==> src/hdl/smpq_pkg.sv <==
package smpq_pkg;

  // Default number of entries held by the queue.
  localparam int CAPACITY_DEF = 16;

  // Operation codes on the input channel.
  localparam logic OP_PUSH = 1'b0;
  localparam logic OP_POP  = 1'b1;

  // Status codes on the result channel.
  localparam logic [1:0] ST_OK        = 2'd0;
  localparam logic [1:0] ST_UNDERFLOW = 2'd1;
  localparam logic [1:0] ST_OVERFLOW  = 2'd2;

  // Command broadcast to every cell of the chain.
  typedef struct packed {
    logic               push_en;
    logic               pop_en;
    logic signed [31:0] value;
  } smpq_cmd_t;

  // One result item on its way to the output buffer.
  typedef struct packed {
    logic signed [31:0] popped_value;
    logic signed [31:0] smallest_value;
    logic               is_empty;
    logic [1:0]         status;
  } smpq_result_t;

endpackage

==> src/hdl/smpq_if.sv <==
// Input channel: one push or pop request per item.
interface smpq_in_if;
  logic               valid;
  logic               ready;
  logic               op;
  logic signed [31:0] value;

  modport source (output valid, output op, output value, input ready);
  modport sink   (input valid, input op, input value, output ready);
endinterface

// Result channel: one result per input item.
interface smpq_out_if;
  logic               valid;
  logic               ready;
  logic signed [31:0] popped_value;
  logic signed [31:0] smallest_value;
  logic               is_empty;
  logic [1:0]         status;

  modport source (output valid, output popped_value, output smallest_value,
                  output is_empty, output status, input ready);
  modport sink   (input valid, input popped_value, input smallest_value,
                  input is_empty, input status, output ready);
endinterface

==> src/hdl/smpq_cell.sv <==
module smpq_cell
  import smpq_pkg::*;
(
  input  logic               clk,
  input  smpq_cmd_t          cmd,
  input  logic               occupied,
  input  logic               prev_le,
  input  logic signed [31:0] prev_value,
  input  logic signed [31:0] next_value,
  output logic               le,
  output logic signed [31:0] value_r
);

  logic signed [31:0] value_nxt;

  // An occupied cell whose entry is not above the new value stays in place.
  assign le = occupied && (value_r <= cmd.value);

  // Push: hold, take the new value at the insert point, or shift up by one.
  // Pop: shift down by one.
  always_comb begin
    value_nxt = value_r;
    if (cmd.push_en) begin
      if (!le) begin
        value_nxt = prev_le ? cmd.value : prev_value;
      end
    end else if (cmd.pop_en) begin
      value_nxt = next_value;
    end
  end

  always_ff @(posedge clk) begin
    value_r <= value_nxt;
  end

endmodule

==> src/hdl/smpq_out_buf.sv <==
module smpq_out_buf
  import smpq_pkg::*;
(
  input  logic         clk,
  input  logic         rst_n,
  input  logic         res_load,
  input  smpq_result_t res,
  output logic         res_ready,
  smpq_out_if.source   out_ch
);

  logic         main_valid_r, main_valid_nxt;
  logic         skid_valid_r, skid_valid_nxt;
  smpq_result_t main_r, main_nxt;
  smpq_result_t skid_r, skid_nxt;
  logic         take;

  assign take      = main_valid_r && out_ch.ready;
  assign res_ready = !skid_valid_r;

  // Main register feeds the port; the skid register catches an item
  // that arrives while the main one is stalled.
  always_comb begin
    main_valid_nxt = main_valid_r;
    skid_valid_nxt = skid_valid_r;
    main_nxt       = main_r;
    skid_nxt       = skid_r;
    if (res_load) begin
      if (!main_valid_r || take) begin
        main_nxt       = res;
        main_valid_nxt = 1'b1;
      end else begin
        skid_nxt       = res;
        skid_valid_nxt = 1'b1;
      end
    end else if (take) begin
      if (skid_valid_r) begin
        main_nxt       = skid_r;
        skid_valid_nxt = 1'b0;
      end else begin
        main_valid_nxt = 1'b0;
      end
    end
  end

  always_ff @(posedge clk) begin
    if (!rst_n) begin
      main_valid_r <= 1'b0;
      skid_valid_r <= 1'b0;
    end else begin
      main_valid_r <= main_valid_nxt;
      skid_valid_r <= skid_valid_nxt;
    end
  end

  always_ff @(posedge clk) begin
    main_r <= main_nxt;
    skid_r <= skid_nxt;
  end

  assign out_ch.valid          = main_valid_r;
  assign out_ch.popped_value   = main_r.popped_value;
  assign out_ch.smallest_value = main_r.smallest_value;
  assign out_ch.is_empty       = main_r.is_empty;
  assign out_ch.status         = main_r.status;

endmodule

==> src/hdl/sorted_min_priority_queue_unit.sv <==
// Sorted min-priority queue of signed 32-bit values.
// The input channel carries one item per request: op selects push or pop,
// value is the number to insert on a push. A push places its value after
// any equal entries; a pop removes and returns the smallest entry.
// Each item gives exactly one result item: the popped value (zero unless a
// pop succeeded), the smallest entry held afterwards (zero when empty),
// an empty flag and a status (ok, pop on empty, push on full).
// The entries sit in a chain of CAPACITY cells, each comparing its entry
// with the incoming value in parallel and shifting with its neighbors, so
// one item is taken every cycle while the output buffer has room; the cell
// update is the only step per item, and each result is then registered.
// When the receiver stalls, a two-entry output buffer keeps results and the
// input stays ready until both entries are full.
// Reset empties the queue and the output buffer; no clearing pass is run.
module sorted_min_priority_queue_unit
  import smpq_pkg::*;
#(
  parameter int CAPACITY = CAPACITY_DEF
) (
  input  logic       clk,
  input  logic       rst_n,
  smpq_in_if.sink    in_ch,
  smpq_out_if.source out_ch
);

  localparam int CW = $clog2(CAPACITY + 1);

  logic [CW-1:0]      count_r, count_nxt;
  logic               accept;
  logic               full, empty;
  logic               res_ready;
  smpq_cmd_t          cmd;
  smpq_result_t       res;
  logic               le        [CAPACITY];
  logic               occupied  [CAPACITY];
  logic signed [31:0] entry     [CAPACITY];

  assign in_ch.ready = res_ready;
  assign accept      = in_ch.valid && res_ready;
  assign full        = (count_r == CW'(CAPACITY));
  assign empty       = (count_r == '0);

  // Broadcast command to the cells.
  assign cmd.push_en = accept && (in_ch.op == OP_PUSH) && !full;
  assign cmd.pop_en  = accept && (in_ch.op == OP_POP) && !empty;
  assign cmd.value   = in_ch.value;

  // Chain of cells, entry 0 holding the smallest value.
  for (genvar i = 0; i < CAPACITY; i++) begin : g_cell
    logic               p_le;
    logic signed [31:0] p_value;
    logic signed [31:0] n_value;

    assign occupied[i] = (CW'(i) < count_r);

    if (i == 0) begin : g_first
      assign p_le    = 1'b0;
      assign p_value = in_ch.value;
    end else begin : g_mid
      assign p_le    = le[i-1];
      assign p_value = entry[i-1];
    end

    if (i == CAPACITY - 1) begin : g_last
      assign n_value = '0;
    end else begin : g_inner
      assign n_value = entry[i+1];
    end

    smpq_cell u_cell (
      .clk        (clk),
      .cmd        (cmd),
      .occupied   (occupied[i]),
      .prev_le    (p_le),
      .prev_value (p_value),
      .next_value (n_value),
      .le         (le[i]),
      .value_r    (entry[i])
    );
  end

  // Entry count.
  always_comb begin
    count_nxt = count_r;
    if (cmd.push_en) begin
      count_nxt = count_r + CW'(1);
    end else if (cmd.pop_en) begin
      count_nxt = count_r - CW'(1);
    end
  end

  always_ff @(posedge clk) begin
    if (!rst_n) begin
      count_r <= '0;
    end else begin
      count_r <= count_nxt;
    end
  end

  // Result item, formed from the state as it will be after this item.
  always_comb begin
    res.popped_value   = cmd.pop_en ? entry[0] : '0;
    res.is_empty       = (count_nxt == '0);
    res.smallest_value = entry[0];
    if (cmd.push_en) begin
      res.smallest_value = le[0] ? entry[0] : in_ch.value;
    end else if (cmd.pop_en) begin
      res.smallest_value = entry[1];
    end
    if (res.is_empty) begin
      res.smallest_value = '0;
    end
    res.status = ST_OK;
    if (in_ch.op == OP_POP && empty) begin
      res.status = ST_UNDERFLOW;
    end else if (in_ch.op == OP_PUSH && full) begin
      res.status = ST_OVERFLOW;
    end
  end

  smpq_out_buf u_out_buf (
    .clk       (clk),
    .rst_n     (rst_n),
    .res_load  (accept),
    .res       (res),
    .res_ready (res_ready),
    .out_ch    (out_ch)
  );

endmodule

==> src/flat_wrapper.sv <==
// flat-port wrapper written by rule: the top's interface ports become plain ports
module sorted_min_priority_queue_unit_flat import smpq_pkg::*;
#(
  parameter int CAPACITY = CAPACITY_DEF
)
  (clk, rst_n, in_ch_valid, in_ch_op, in_ch_value, in_ch_ready, out_ch_valid, out_ch_popped_value, out_ch_smallest_value, out_ch_is_empty, out_ch_status, out_ch_ready);
  smpq_in_if in_ch_i ();
  smpq_out_if out_ch_i ();
  input  logic clk;
  input  logic rst_n;
  input wire logic [$bits(in_ch_i.valid)-1:0] in_ch_valid;
  input wire logic [$bits(in_ch_i.op)-1:0] in_ch_op;
  input wire logic [$bits(in_ch_i.value)-1:0] in_ch_value;
  output wire logic [$bits(in_ch_i.ready)-1:0] in_ch_ready;
  output wire logic [$bits(out_ch_i.valid)-1:0] out_ch_valid;
  output wire logic [$bits(out_ch_i.popped_value)-1:0] out_ch_popped_value;
  output wire logic [$bits(out_ch_i.smallest_value)-1:0] out_ch_smallest_value;
  output wire logic [$bits(out_ch_i.is_empty)-1:0] out_ch_is_empty;
  output wire logic [$bits(out_ch_i.status)-1:0] out_ch_status;
  input wire logic [$bits(out_ch_i.ready)-1:0] out_ch_ready;
  assign in_ch_i.valid = in_ch_valid;
  assign in_ch_i.op = in_ch_op;
  assign in_ch_i.value = in_ch_value;
  assign in_ch_ready = in_ch_i.ready;
  assign out_ch_valid = out_ch_i.valid;
  assign out_ch_popped_value = out_ch_i.popped_value;
  assign out_ch_smallest_value = out_ch_i.smallest_value;
  assign out_ch_is_empty = out_ch_i.is_empty;
  assign out_ch_status = out_ch_i.status;
  assign out_ch_i.ready = out_ch_ready;
  sorted_min_priority_queue_unit #(.CAPACITY(CAPACITY)) u_core (.clk(clk), .rst_n(rst_n), .in_ch(in_ch_i), .out_ch(out_ch_i));
endmodule
==> config.mk <==
export PLATFORM = sky130hd
export DESIGN_NAME = sorted_min_priority_queue_unit_flat
export DESIGN_NICKNAME = d
export VERILOG_FILES = /design/src/hdl/smpq_pkg.sv /design/src/hdl/smpq_if.sv /design/src/hdl/smpq_cell.sv /design/src/hdl/smpq_out_buf.sv /design/src/hdl/sorted_min_priority_queue_unit.sv /design/src/flat_wrapper.sv
export SDC_FILE = /design/constraint.sdc
export NUM_CORES = 2
export LEC_CHECK = 0
export BUFFER_PORTS_ARGS = -buffer_cell sky130_fd_sc_hd__clkbuf_2
export CORE_ASPECT_RATIO = 1.4
export CORE_UTILIZATION = 40
export CTS_CLUSTER_DIAMETER = 200
export DETAILED_ROUTE_END_ITERATION = 10
export PLACE_DENSITY = 0.57
export SLEW_MARGIN = 10
export SYNTH_ARGS = -nofsm -noshare
export SYNTH_HDL_FRONTEND = slang
export SYNTH_SLANG_ARGS = --single-unit
==> constraint.sdc <==
create_clock -name clk -period 6.2 [get_ports clk]
set_clock_uncertainty 0.15 [all_clocks]
set_input_delay 0.62 -clock clk [delete_from_list [all_inputs] [get_ports clk]]
set_output_delay 0.62 -clock clk [all_outputs]
set_load 0.005 [all_outputs]
==> results.yml <==
yosys:
  synth_top_flop_cell: "edfxtp_1"
  avgSynthCellArea_um2: 10.1
  synth_cells: 4428
  synth_top_area_frac: 0.410
  synth.area.top_cells: "edfxtp_1 41%, ha_1 14%, mux2i_1 7.1%, a21oi_1 4.4%, nor2_1 3.8%"
  synth_fp_nets: 4980
  yosysTopAreaCell: "edfxtp_1"
  ys_warn_count: 0
  ys_seq_area_frac: 0.428
  synth_seq_cells: 653
  ys_types: 87
  synthesis.area_um2: 44900
  async_flop_share: 0
  synth_edf_count: 614
clock_tree:
  clk_path_buf_depth: 3
  path_clk_slew_ps: 60
  cts.sinks: 653
  clockRootBuffer: "clkbuf_16"
  post-cts-setup-buffer-count: 0
  cts_resized: 0
  clkLatencyLatePin_ps: 660
  hold_buffers: 0
  h-tree-depth: 3
  cts_tree: "yes"
  cts-buffers-inserted: 70
finish:
  nets: 4986
  ff_latch_area_um2: 19200
  layout_commonest_cell: "edfxtp_1"
  multi_input_area_um2: 24000
  n_fill_cell: 10600
  mostFrequentLayoutCells: "614 x edfxtp_1, 515 x ha_1, 448 x nor2_1"
  diodes: 0
  drive_gt1_frac: 0.109
  area_delta_synth_final_pct: 9.95
  final_cells: 5960
run_status:
  status: "finished, final reports clean"
worst_setup_path:
  cpMaxStageDelayCell: "buf_4"
  startpoint_type: "input port"
  crit_path_end_kind: "register"
  critPathBufInv: 4
  rrSetupSlack_ps: 1830
  path_max_fanout: 64
  critPathArrivalTime_ps: 4930
  cp_slowest_stage_delay_ps: 600
  path_cells: "clkbuf_2 -> inv_1 -> buf_4 -> ha_1 -> nand3_1 -> nor4_2 -> nand4_1 -> or3_1 -> nor3_1 -> a21oi_1 -> o22ai_4 -> buf_4 -> o21ai_0"
  crit_top_cell: "buf_4"
  cp.required_ps: 6380
  critPathKind: "input port to register"
  crit_family: "simple AND/OR/NAND/NOR gates"
route:
  routedWlPerCell_um: 22.5
  drt_iter0_drc: 2364
  dr.pass1.iters: 8
  route.detailed.drc: 0
  wl_um: 134000
  vias: 34400
  ant_nets: 0
  vias_per_cell: 5.77
floorplan:
  core.rowCount: 145
  die_x_um: 285
  chipHeight_um: 399
  start_util: 0.403
  die_area_um2: 114000
  core_um2: 111000
  io_pins: 106
placement:
  place_inst: 5832
  port_buffers: 105
  hpwlAfterDp_um: 103000
  place_congestion: 0.879
pwr:
  p_total_w: 0.0153
  peakVddDrop_mv: 0.193
  p_leak_nw: 20.2
  power.density_nw_per_um2: 310
timing:
  hold_viol: 0
  tightestPinTransition_ps: 1200
  drv_slew: 0
  setup_viol: 0
  relSlewSlack: 0.198
  rsz0062_at_grt: "no"
  fmax_mhz: 210
  finalCriticalPeriod_ps: 4750
  period_share: 0.766
  setup_tns_ps: 0
global_routing:
  grtUsageTotal: 0.231
  antenna_found_initial: 0
  grt-ovfl-total: 0
  grt_util_met3: 0.0187
  grt_max_degree: 191
  met1_usage: 0.262
  met2_usage: 0.437
  grt_pass1_vias: 34200
  grt_pass1_wl_um: 205000
  grt_busiest_layer: "met2"
worst_hold_path:
  hp-class: "input port to register"
run:
  cap_violations: 0
## path summary, 6_finish.rpt
check | endpoint | depth (start not counted) | start
hold reg to reg | u_core.u_out_buf.out_ch.popped_value[31] | 1 | u_core.u_out_buf.skid_r[66]
setup / recovery | u_core.g_cell[15].u_cell.value_r[13] | 13 | in_ch_value[30]
hold / removal | u_core.u_out_buf.skid_valid_r | 3 | in_ch_valid
setup reg to reg | u_core.g_cell[12].u_cell.value_r[15] | 10 | u_core.g_cell[11].u_cell.value_r[23]
## cells by family after synthesis
logic type | count (synthesis) | synth area share
fa+ha+maj | 515 | 0.143
flops | 653 | 0.428
mux | 339 | 0.0761
xor+xnor | 3 | 0.000585
compound gates | 1268 | 0.183
buf+inv | 388 | 0.0420
simple gates | 1262 | 0.127
## tightest hold or removal path: stages
cell      delay (ps)
clkbuf_2         110
a21oi_1           70
nor2_1            80
## synthesized netlist by cell type (6+ instances only)
| cell | n |
|---|---|
| inv_1 | 69 |
| nand3_1 | 80 |
| a211oi_1 | 78 |
| o221a_1 | 9 |
| a21o_1 | 146 |
| o21a_1 | 11 |
| o311ai_1 | 12 |
| o211ai_1 | 20 |
| o21bai_1 | 6 |
| a22o_1 | 33 |
| mux2_2 | 6 |
| buf_4 | 38 |
| nand2_1 | 390 |
| buf_6 | 29 |
| o21ai_2 | 17 |
| or3_1 | 8 |
| a22oi_1 | 15 |
| o21ai_1 | 37 |
| and4_1 | 7 |
| buf_2 | 30 |
| buf_1 | 8 |
| clkbuf_1 | 210 |
| mux2i_1 | 319 |
| o21ai_0 | 284 |
| nor2b_1 | 67 |
| nor4_1 | 13 |
| a21oi_1 | 396 |
| o221a_2 | 56 |
| ha_1 | 515 |
| a222oi_1 | 18 |
| mux2_1 | 14 |
| a221oi_1 | 37 |
| nor3_1 | 55 |
| o22ai_1 | 35 |
| nand4_1 | 108 |
| nand2b_1 | 9 |
| dfxtp_1 | 39 |
| and3_1 | 8 |
| and2_1 | 37 |
| edfxtp_1 | 614 |
| nor2_1 | 451 |
## report_power, final
| part | internal (W) | total [W] | leakage, nW | switching (W) |
|---|---|---|---|---|
| logic | 0.00174 | 0.00433 | 12.9 | 0.00259 |
| registers | 0.00581 | 0.00655 | 6.19 | 0.000742 |
| clock network | 0.00253 | 0.00443 | 1.14 | 0.00190 |
## layout make-up
class | instances | area share
clock inverters | 42 | 0.00947
clock buffers | 86 | 0.0377
repair buffers | 253 | 0.0346
multi-input cells | 3387 | 0.487
flip-flops and latches | 653 | 0.389
well taps | 1470 | 0.0372
inverters | 69 | 0.00524
## metal layers
layer | share of wire | up-vias
li1 | - | 16800
met1 | 0.39 | 16500
met2 | 0.53 | 875
met3 | 0.032 | 245
met4 | 0.043 | 0
met5 | 0 | -
## sequential cells by signal (all words and copies together) (netlist names)
register / flops
u_core.count_r: 5
u_core.g_cell.u_cell.value_r: 512
u_core.u_out_buf.out_ch.is_empty: 1
u_core.u_out_buf.out_ch.popped_value: 32
u_core.u_out_buf.out_ch.smallest_value: 32
u_core.u_out_buf.out_ch.status: 2
u_core.u_out_buf.out_ch.valid: 1
u_core.u_out_buf.skid_r: 67
u_core.u_out_buf.skid_valid_r: 1
## stage by stage
stage | setup slack [ps] | area [um2] | hold slack (ps) | utilization
4_1_cts | 1510 | 49400 | 82.5 | 0.444
2_1_floorplan | 184 | 44900 | 330 | -
5_1_grt | 1340 | 49400 | 128 | 0.444
3_3_place_gp | 912 | 47100 | 350 | 0.423
6_report | 1450 | 49400 | 116 | 0.444
3_5_place_dp | 855 | 47100 | 354 | 0.423
Note: power is estimated with default switching activity, not from simulation.
